## src/rtl/core/srjt_pkg.sv

```systemverilog
// ============================================================================
// srjt_pkg
// Shared codes, field widths and controller/datapath link types for the
// scan range jump table.
// ============================================================================
package srjt_pkg;

    // Field widths of the item channels
    localparam int RANGE_W = 16;
    localparam int INDEX_W = 10;
    localparam int OUT_W   = 11;
    localparam int MODE_W  = 2;
    localparam int STAT_W  = 2;

    // Mode codes
    localparam logic [MODE_W-1:0] MODE_APPEND = 2'd0;
    localparam logic [MODE_W-1:0] MODE_QUERY  = 2'd1;
    localparam logic [MODE_W-1:0] MODE_CLEAR  = 2'd2;

    // Status codes
    localparam logic [STAT_W-1:0] ST_OK    = 2'd0;
    localparam logic [STAT_W-1:0] ST_FULL  = 2'd1;
    localparam logic [STAT_W-1:0] ST_RANGE = 2'd2;

    // Downward answer when no neighbor exists (-1 in 11 bits)
    localparam logic [OUT_W-1:0] NONE_DOWN = 11'h7FF;

    // Datapath operations issued by the controller
    typedef enum logic [2:0] {
        OP_IDLE,
        OP_TAKE,
        OP_INC,
        OP_PIVOT,
        OP_UP,
        OP_DEC,
        OP_DOWN
    } t_dp_op;

    typedef struct packed {
        t_dp_op op;
        logic   load_out;
    } t_dp_cmd;

    typedef struct packed {
        logic scan_go;
        logic up_end;
        logic down_end;
        logic at_zero;
    } t_dp_stat;

endpackage

```

## src/rtl/core/srjt_ctrl.sv

```systemverilog
// ============================================================================
// srjt_ctrl
// Sequencer: takes an item, steps an in-range query through pivot read,
// upward scan and downward scan, then hands the result to the output register.
// ============================================================================
module srjt_ctrl (
    input  logic               i_clk,
    input  logic               i_rst_n,
    input  logic               i_in_valid,
    output logic               o_in_ready,
    input  logic               i_out_ready,
    output logic               o_out_valid,
    input  srjt_pkg::t_dp_stat i_stat,
    output srjt_pkg::t_dp_cmd  o_cmd
);

    typedef enum logic [2:0] {
        S_IDLE,
        S_LOAD,
        S_PIVOT,
        S_UP,
        S_DSTART,
        S_DOWN,
        S_FINISH
    } t_state;

    t_state r_state, n_state;
    logic   r_out_valid, n_out_valid;
    logic   slot_free;

    assign slot_free   = !r_out_valid || i_out_ready;
    assign o_in_ready  = (r_state == S_IDLE);
    assign o_out_valid = r_out_valid;

    // Decode state into datapath command and next state
    always_comb begin
        n_state        = r_state;
        n_out_valid    = r_out_valid && !i_out_ready;
        o_cmd.op       = srjt_pkg::OP_IDLE;
        o_cmd.load_out = 1'b0;
        unique case (r_state)
            S_IDLE: begin
                if (i_in_valid) begin
                    o_cmd.op = srjt_pkg::OP_TAKE;
                    n_state  = i_stat.scan_go ? S_LOAD : S_FINISH;
                end
            end
            S_LOAD: begin
                o_cmd.op = srjt_pkg::OP_INC;
                n_state  = S_PIVOT;
            end
            S_PIVOT: begin
                o_cmd.op = srjt_pkg::OP_PIVOT;
                n_state  = S_UP;
            end
            S_UP: begin
                o_cmd.op = srjt_pkg::OP_UP;
                if (i_stat.up_end) begin
                    n_state = i_stat.at_zero ? S_FINISH : S_DSTART;
                end
            end
            S_DSTART: begin
                o_cmd.op = srjt_pkg::OP_DEC;
                n_state  = S_DOWN;
            end
            S_DOWN: begin
                o_cmd.op = srjt_pkg::OP_DOWN;
                if (i_stat.down_end) begin
                    n_state = S_FINISH;
                end
            end
            S_FINISH: begin
                if (slot_free) begin
                    o_cmd.load_out = 1'b1;
                    n_out_valid    = 1'b1;
                    n_state        = S_IDLE;
                end
            end
            default: n_state = S_IDLE;
        endcase
    end

    // Hold state and output valid
    always_ff @(posedge i_clk) begin
        if (!i_rst_n) begin
            r_state     <= S_IDLE;
            r_out_valid <= 1'b0;
        end else begin
            r_state     <= n_state;
            r_out_valid <= n_out_valid;
        end
    end

endmodule

```

## config.mk

```make
export PLATFORM = sky130hd
export DESIGN_NAME = srjt_ctrl
export DESIGN_NICKNAME = d
export VERILOG_FILES = /design/src/rtl/core/srjt_pkg.sv /design/src/rtl/core/srjt_ctrl.sv
export SDC_FILE = /design/constraint.sdc
export NUM_CORES = 1
export LEC_CHECK = 0
export BUFFER_PORTS_ARGS = -buffer_cell sky130_fd_sc_hd__buf_2
export CAP_MARGIN = 20
export CORE_AREA = 2 2 39 41
export CTS_BUF_LIST = sky130_fd_sc_hd__clkbuf_8
export CTS_CLUSTER_SIZE = 10
export DETAILED_ROUTE_END_ITERATION = 12
export DIE_AREA = 0 0 41 43
export PLACE_DENSITY = 0.49
export SLEW_MARGIN = 0
export SYNTH_ARGS = -nofsm -noshare
export SYNTH_HDL_FRONTEND = slang
export SYNTH_SLANG_ARGS = --single-unit
```

## constraint.sdc

```tcl
create_clock -name i_clk -period 1.25 [get_ports i_clk]
set_clock_uncertainty 0.2 [all_clocks]
set_input_delay 0.0625 -clock i_clk [delete_from_list [all_inputs] [get_ports i_clk]]
set_output_delay 0.0625 -clock i_clk [all_outputs]
set_load 0.01 [all_outputs]
```

==> results.txt, run 1 <==
Leaving out fill and tap cells, the most frequent cell in the layout is sky130_fd_sc_hd__buf_2. The average footprint of a synthesized cell is 7.89 um2. The cell row count is 14. The count of flip-flops with a built-in enable after synthesis came out at 0. At the placement stage, the worst setup path has a slack of -0.174 ns. The worst setup path is launched from a register. The starting DRC count in detailed routing came out at 0. The highest cell delay on the worst timing path is 0.36 ns.

The diode insertion count for antenna repair came out at 0. The synthesized netlist occupies a cell area of 308 um2. The number of clock buffers inserted by TritonCTS came out at 3.

The worst hold slack across all endpoints is -0.0446 ns. The average vias per placed instance is 4.73. For this run, the leading register cell type out of synthesis is sky130_fd_sc_hd__dfxtp_1. The fraction of final layout cells with drive strength greater than 1 is 61.5%. The quantity of I/O buffers inserted on ports is 13. Following the worst setup path forward leads to its endpoint at o_cmd[1]. The net count after synthesis is 47. Measured along the x axis, the die boundary spans 41 um. The signal on the critical path passes through buf_4 -> o31a_1 -> buf_2.

The mux share of post-synthesis cell area is 9.76%. The worst setup path is captured at an output port. The synthesized-area fraction occupied by and/or/nand/nor cells came out at 36.2%. The final weighted congestion in routability-driven placement came out at 0.631. Setup repair after global routing could not meet its margin everywhere. The synthesized netlist contains 23 unique library cells. The vertical extent of the die came out at 43 um.

The number of antenna violations at the first check in global routing came out at 0. STA puts the critical path data arrival time at 1.10 ns. The fraction of synthesis flops using an asynchronous set or reset pin is 0%.

The final reports fail on negative hold slack, negative setup slack. The classification of the worst-slack hold path is input port to register. The total stage count of the critical path is 3. The biggest area contributor in the post-synthesis netlist is sky130_fd_sc_hd__dfxtp_1.

The run finished, with violations left. Setup violations remaining at the end of the flow were counted as 8. Summed over all failing endpoints, the final setup total negative slack is -0.488 ns. The highest net fanout along the worst path came out at 6. Of the total synthesized cell area, the portion taken by XOR and XNOR cells is 0%. The I/O pin total is 14.

The peak ir drop on the vdd network is 0.864 mV. The total count of hold-check failures in the final report came out at 1. The cell family contributing the most delay on the critical path is flip-flops. The gate count after technology mapping came out at 39. The final period utilization is 109%. The DRC violation count after routing came out at 0. The detail route stage leaves a number of antenna-violating nets equal to 0. Registers are responsible for 18.8% of the overall power. The final-report max-slew violation count came to 0.

The pin count of the biggest net entering global routing is 8. The worst register-to-register path ends at r_state[0]$_SDFFE_PN0P_. The maximum buffer depth of the clock tree came out at 2. The power density of the placed cells is 2600 nW/um2. The final critical delay including setup and external delays is 1.36 ns. The proportion of power drawn by combinational gates is 64.2%. The slack of the worst reg-to-reg path came out at -0.07 ns.

The number of clock sinks seen by CTS came out at 4. The count of warnings emitted by yosys is 0. The worst setup path is of the register to output port kind. The latest clock arrival within the worst-skew pair came out at 0.21 ns. The net switching power figure is 0.562 mW. The sum of met2 wire segment lengths after detailed routing is 489 um. The adder and majority gate portion of the synthesized area is 0%. The average detailed-routed wire length per instance is 10.6 um. TritonCTS built the clock tree. The highest metal layer with signal wires is met3.

The area of the die is 1760 um2. The register clock-pin slew on the reported worst setup and hold paths came out at 0.03 ns. Across every metal layer, demand over resource in global routing totals 11.4%. Sorting the synthesized cells by area gives the leading types as sky130_fd_sc_hd__dfxtp_1, sky130_fd_sc_hd__mux2i_1, sky130_fd_sc_hd__nand2_1, sky130_fd_sc_hd__nand2b_1, sky130_fd_sc_hd__and4bb_1. The source of the critical timing path is r_state[1]$_SDFFE_PN0P_. The number of synthesized register bits came out at 4. The placed standard-cell area came out at 429 um2. The wire length of the first global-routing pass came out at 1.36 mm.

After legalization and detailed placement, the total HPWL measured 605 um. The switching portion of total power is 36.3%. The layout overhead on the synthesized area is 93.1%. CTS placed an instance of sky130_fd_sc_hd__clkbuf_8 at the clock tree root. The H-tree depth reported by CTS came out at 1. The post-synthesis compound-gate area fraction is 22.4%. Once the floorplan was initialized, standard cells occupied 22.2% of the core. The number of filler cells placed in the layout is 138. Across all setup checks in the final design, the least slack found is -0.112 ns.

The wire length after detailed routing came out at 862 um. The max-slew headroom at the worst pin came out at 81.3%. The analysis attributes to cell leakage a power of 0.274 nW.

For this run, the post-layout net count is 75. The final design instance area without fill came out at 594 um2. The fraction of synthesized cell area taken by the top area cell type is 26.0%. The area of the core is 1380 um2. The max-capacitance violation count came out at 0. The fraction of the yosys area taken by sequential cells came out at 26.0%. The worst path required time came out at 0.99 ns. Counting both buffers and inverters, the worst setup path holds a total of 2.

Derived from the worst setup path, the maximum achievable clock frequency is 0.734 GHz. The worst reg2reg path depth is 5. The routed length on met3 came out at 43 um. Across all layers, the routed design uses 383 vias. The total iterations of the first detailed-routing run came out at 1. The launch point of the worst reg-to-reg path is r_state[1]$_SDFFE_PN0P_. The largest individual stage delay along the critical path comes from the cell sky130_fd_sc_hd__dfxtp_4.

The total congestion overflow after global routing came out at 0. The routed metal-1 wire length is 329 um. By area, the combinational part of the netlist is dominated by simple AND/OR/NAND/NOR gates. Leaving out fill and tap cells, the most frequent cells in the layout are sky130_fd_sc_hd__buf_2, sky130_fd_sc_hd__buf_4, sky130_fd_sc_hd__nand2_1, sky130_fd_sc_hd__buf_6.

The number of global-route vias before repair is 367. The cell-internal power is 0.985 mW. The transition at the pin with the smallest max-transition slack came out at 0.276 ns. The portion of total power attributed to the clock network is 17.0%.
-- state kept, by name, summed over array words and instances (netlist names) --
| register | flops |
|---|---|
| r_state | 3 |
| o_out_valid | 1 |
-- per-stage QoR --
step | utilization, % | instances | total power, mW
after global routing | 42.9 | 81 | 1.68
after floorplan | - | 39 | 0.670
after CTS | 41.0 | 80 | 1.47
after detailed placement | 31.0 | 72 | 0.946
final | 42.9 | 81 | 1.55
after global placement | 31.0 | 72 | 0.945
-- layer usage --
layer	track usage, %	vias up
met3	3.14	0
met1	10.9	178
li1	-	197
met2	19.4	8
met5	0	-
met4	8.00	0
-- layout make-up --
class / instances / area (um2) / share of cell area (%)
well taps: 16 / 20.0 / 3.37
clock buffers: 3 / 41.3 / 6.95
multi-input cells: 32 / 248 / 41.7
repair buffers: 26 / 193 / 32.4
flip-flops and latches: 4 / 92.6 / 15.6
-- power by group through the flow --
stage / Sequential (mW) / Clock, mW / Combinational, mW
after floorplan: 0.217 / 0 / 0.454
after global placement: 0.276 / 0 / 0.670
after detailed placement: 0.279 / 0 / 0.667
after CTS: 0.282 / 0.273 / 0.913
after global routing: 0.299 / 0.283 / 1.10
final: 0.291 / 0.263 / 0.993
-- how the worst min path moves through the flow --
stage,from,endpoint,slack [ns],depth (start not counted)
after global routing,i_out_ready,o_out_valid$_SDFF_PN0_,0.004,3
after detailed placement,i_rst_n,o_out_valid$_SDFF_PN0_,0.17,2
after CTS,i_out_ready,o_out_valid$_SDFF_PN0_,-0.04,3
after global placement,i_rst_n,r_state[1]$_SDFFE_PN0P_,0.18,3
final,i_out_ready,o_out_valid$_SDFF_PN0_,-0.04,3
after floorplan,i_rst_n,r_state[2]$_SDFFE_PN0P_,0.008,1
-- cells by family (layout without fill, tap and decap cells) --
logic type,after synthesis,after routing
AND/OR/NAND/NOR,20,20
buffers and inverters,3,29
multiplexers,3,3
AO/OA/AOI/OAI,9,9
flip-flops,4,4
-- cells in the mapped netlist (2+ instances only) --
| master | count |
|---|---|
| sky130_fd_sc_hd__nand2_1 | 6 |
| sky130_fd_sc_hd__mux2i_1 | 3 |
| sky130_fd_sc_hd__nor2_1 | 3 |
| sky130_fd_sc_hd__nor3_1 | 2 |
| sky130_fd_sc_hd__dfxtp_1 | 4 |
| sky130_fd_sc_hd__buf_2 | 2 |
| sky130_fd_sc_hd__nand2b_1 | 3 |
-- worst min-delay path, cell delays in order --
cell and delay, ns:
sky130_fd_sc_hd__buf_2 0.08, sky130_fd_sc_hd__nand2b_1 0.10, sky130_fd_sc_hd__a21boi_0 0.08
-- timing repair --
action / in CTS / in global routing
hold buffers: 1 / 0
setup buffers: 4 / 1
hold endpoints to repair: 4 / 0
pin swaps: 4 / 3
setup endpoints to repair: 8 / 8
resized for setup: 17 / 4
Note: power is estimated with default switching activity, not from simulation.
==> run 2, diff against run 1 <==
==> config.mk (replaced) <==
export PLATFORM = sky130hd
export DESIGN_NAME = srjt_ctrl
export DESIGN_NICKNAME = d
export VERILOG_FILES = /design/src/rtl/core/srjt_pkg.sv /design/src/rtl/core/srjt_ctrl.sv
export SDC_FILE = /design/constraint.sdc
export NUM_CORES = 1
export LEC_CHECK = 0
export CAP_MARGIN = 20
export CORE_AREA = 2 2 39 41
export CTS_BUF_LIST = sky130_fd_sc_hd__clkbuf_8
export CTS_CLUSTER_SIZE = 10
export DETAILED_ROUTE_END_ITERATION = 12
export DIE_AREA = 0 0 41 43
export DONT_BUFFER_PORTS = 1
export PLACE_DENSITY = 0.38
export SLEW_MARGIN = 20
export SYNTH_ARGS = -nofsm -noshare
export SYNTH_HDL_FRONTEND = slang
export SYNTH_SLANG_ARGS = --single-unit
==> constraint.sdc (replaced) <==
create_clock -name i_clk -period 1.33 [get_ports i_clk]
set_clock_uncertainty 0.2 [all_clocks]
set_input_delay 0.0665 -clock i_clk [delete_from_list [all_inputs] [get_ports i_clk]]
set_output_delay 0.0665 -clock i_clk [all_outputs]
set_load 0.01 [all_outputs]
==> run 2 against run 1 <==
Compared with the run above: the run ends with negative setup slack left; critical path depth grew 1; sequential power shrank 3%; combinational power shrank 15%; cell area shrank 7.8%; critical path type unchanged.
==> results.txt, run 2 (synthesized netlist as in run 1, its figures left out) <==
Result of the run: finished with violations (unchanged). Violated checks: negative setup slack (was negative hold slack, negative setup slack). The number of filler cells placed in the layout came out at 148 (was 138). The final net count was 64 (was 75). The number of cells in the design after placement came out at 58 (was 72). The pin count of the biggest net entering global routing came out at 11 (was 8). In the finished design, the share of the clock period the worst path needs comes to 103%. By instance count, the cell type seen most on the critical path is sky130_fd_sc_hd__buf_6. The setup slack after layout came out at -0.0400 ns (was -0.112 ns). RSZ-0062 raised after global routing: yes (unchanged).

The maximum buffer depth of the clock tree is 2 (unchanged). The final weighted congestion in routability-driven placement came out at 0.630 (was 0.631). The highest net fanout along the worst path was 6 (unchanged). The cell type group with the largest total delay on the critical path is flip-flops (unchanged). The endpoint class of the critical path was an output port (unchanged).

The DRC violation count after routing is 0 (unchanged). The peak ir drop on the vdd network is 0.673 mV (was 0.864 mV). The number of cells in the finished layout apart from fillers is 70 (was 81). The wire length of the first global-routing pass is 1.57 mm (was 1.36 mm). The area occupied by multi-input gates is 262 um2 (was 248 um2). The register clock-pin slew on the reported worst setup and hold paths is 0.03 ns (about the same). The most common cell after layout, fill and taps aside is sky130_fd_sc_hd__buf_4 (was sky130_fd_sc_hd__buf_2). Ordered list of cells on the worst path: buf_6 -> buf_6 -> nand3b_1 -> nor2b_2 (was buf_4 -> o31a_1 -> buf_2).

The final design instance area without fill came out at 548 um2 (was 594 um2). The number of setup violations in the final report is 2 (was 8). The starting DRC count in detailed routing is 3 (was 0). The max-capacitance violation count was 0 (unchanged). The effective utilization at floorplan is 22.2% (unchanged). The total count of hold-check failures in the final report came out at 0 (was 1). The fraction of final layout cells with drive strength greater than 1 came out at 51.9% (was 61.5%).

The diode insertion count for antenna repair is 0 (unchanged). The cell row count is 14 (unchanged). The final critical delay including setup and external delays is 1.37 ns. The total via count in the routed design is 356 (was 383).

The worst path required time is 1.06 ns (was 0.99 ns). The data arrival time at the worst-slack endpoint came out at 1.10 ns (about the same). Top library cells by usage in the layout, fill and taps aside: sky130_fd_sc_hd__buf_4, sky130_fd_sc_hd__nand2_1, sky130_fd_sc_hd__dlygate4sd3_1 (was sky130_fd_sc_hd__buf_2, sky130_fd_sc_hd__buf_4, sky130_fd_sc_hd__nand2_1, sky130_fd_sc_hd__buf_6).

The wire length after detailed routing was 966 um (was 862 um). The classification of the worst-slack hold path is input port to register (unchanged). The register cell area after layout is 91.3 um2 (was 92.6 um2). The H-tree depth reported by CTS came out at 1 (unchanged). The overall track demand over capacity in global routing came to 13.5% (was 11.4%). The area of the die came to 1760 um2 (unchanged). The slowest stage cell on the critical path is sky130_fd_sc_hd__dfxtp_4 (unchanged). The number of clock sinks seen by CTS was 4 (unchanged).

The register with the most flip-flops is r_state (unchanged). The worst setup slack before clock tree synthesis is -0.0742 ns (was -0.174 ns). The layout overhead on the synthesized area came out at 78.0% (was 93.1%). The placed standard-cell area is 355 um2 (was 429 um2). The count of antenna-violating nets left after detailed routing is 0 (unchanged). The max-slew headroom at the worst pin is 75.9% (was 81.3%).

The number of global-route vias before repair came to 372 (was 367). The area of the core came out at 1380 um2 (unchanged). The static leakage is 0.227 nW (was 0.274 nW). The total congestion overflow after global routing is 0 (unchanged). The total half-perimeter wirelength after legalization and detailed placement came out at 649 um (was 605 um).

The I/O pin total is 14 (unchanged). The power density of the placed cells came to 2510 nW/um2 (was 2600 nW/um2). The die outline width is 41 um (unchanged). The final-report max-slew violation count is 0 (unchanged).

The clock tree from TritonCTS is done (unchanged). The number of clock buffers inserted by TritonCTS is 3 (unchanged). The library cell used as clock root buffer is sky130_fd_sc_hd__clkbuf_8 (unchanged). The latest clock arrival within the worst-skew pair came to 0.21 ns (about the same). The final core utilization is 39.6% (was 42.9%). The number of flip-flops in the largest register is 3 (unchanged).

The vertical extent of the die came out at 43 um (unchanged). The average vias per placed instance came out at 5.09 (was 4.73). The quantity of I/O buffers inserted on ports came out at 0 (was 13).

The total iterations of the first detailed-routing run is 2 (was 1). The number of antenna violations at the first check in global routing came out at 0 (unchanged). The critical path class is register to output port (unchanged). The transition at the pin with the smallest max-transition slack came to 0.358 ns (was 0.276 ns). The highest cell delay on the worst timing path came out at 0.37 ns (was 0.36 ns).

The maximum clock frequency came out at 0.730 GHz. The buffer and inverter count on the worst path came out at 2 (unchanged). The average detailed-routed wire length per instance is 13.8 um (was 10.6 um). The startpoint type of the worst setup path is a register (unchanged).
run 2: cell types whose count changed in the layout (fill, tap and decap cells not counted), sizes merged:
| cell | previous run | this run |
|---|---|---|
| buf | 25 | 11 |
| dlygate4sd3 | 1 | 4 |
run 2: report_power, final:
| part | leakage [nW] | internal, mW | switching [mW] |
|---|---|---|---|
| Clock | 0.0216 | 0.193 | 0.0610 |
| Combinational | 0.171 | 0.459 | 0.381 |
| Sequential | 0.0348 | 0.195 | 0.0860 |
| Total | 0.227 | 0.847 | 0.528 |
run 2: worst reg2reg max path: stages (launching register included):
cell	delay (ns)
sky130_fd_sc_hd__dfxtp_4	0.35
sky130_fd_sc_hd__and4bb_1	0.21
sky130_fd_sc_hd__o21ai_2	0.15
sky130_fd_sc_hd__o221ai_1	0.12
sky130_fd_sc_hd__and3_1	0.20
run 2: worst paths after layout:
path                            slack (ns)  depth (start not counted)                     from                      end
worst max-delay path                 -0.04                          4  r_state[1]$_SDFFE_PN0P_                 o_cmd[0]
worst min-delay path                  0.03                          3               i_in_valid  r_state[2]$_SDFFE_PN0P_
worst max register to register       -0.01                          4  r_state[1]$_SDFFE_PN0P_  r_state[2]$_SDFFE_PN0P_
worst min register to register        0.44                          3   o_out_valid$_SDFF_PN0_   o_out_valid$_SDFF_PN0_
run 2: repair_timing:
action	CTS	global route
buffers inserted	3	1
cloned	1	0
hold endpoints to repair	4	0
setup endpoints to repair	7	7
hold buffers	4	0
gates resized for setup	17	7
pin swaps	3	4
run 2: stage by stage:
step	TNS, ns	hold WS [ns]	power, mW
after floorplan	0	0.0124	0.629
after CTS	-0.0207	0.0353	1.31
after detailed placement	-0.204	0.0257	0.789
after global placement	-0.0620	0.0197	0.760
after global routing	-0.323	0.0431	1.48
final	-0.0513	0.0280	1.38
run 2: layout make-up:
class                           count  area share (%)
Multi-Input combinational cell     32            47.7
Timing Repair Buffer               15            24.4
Sequential cell                     4            16.7
Clock buffer                        3            7.53
Tap cell                           16            3.65
run 2: per-layer routing:
layer | part of all wire, % | track usage [%]
met1 | 39 | 14.1
met2 | 57 | 21.6
met3 | 4.3 | 6.28
met4 | 0 | 6.00
met5 | 0 | 0
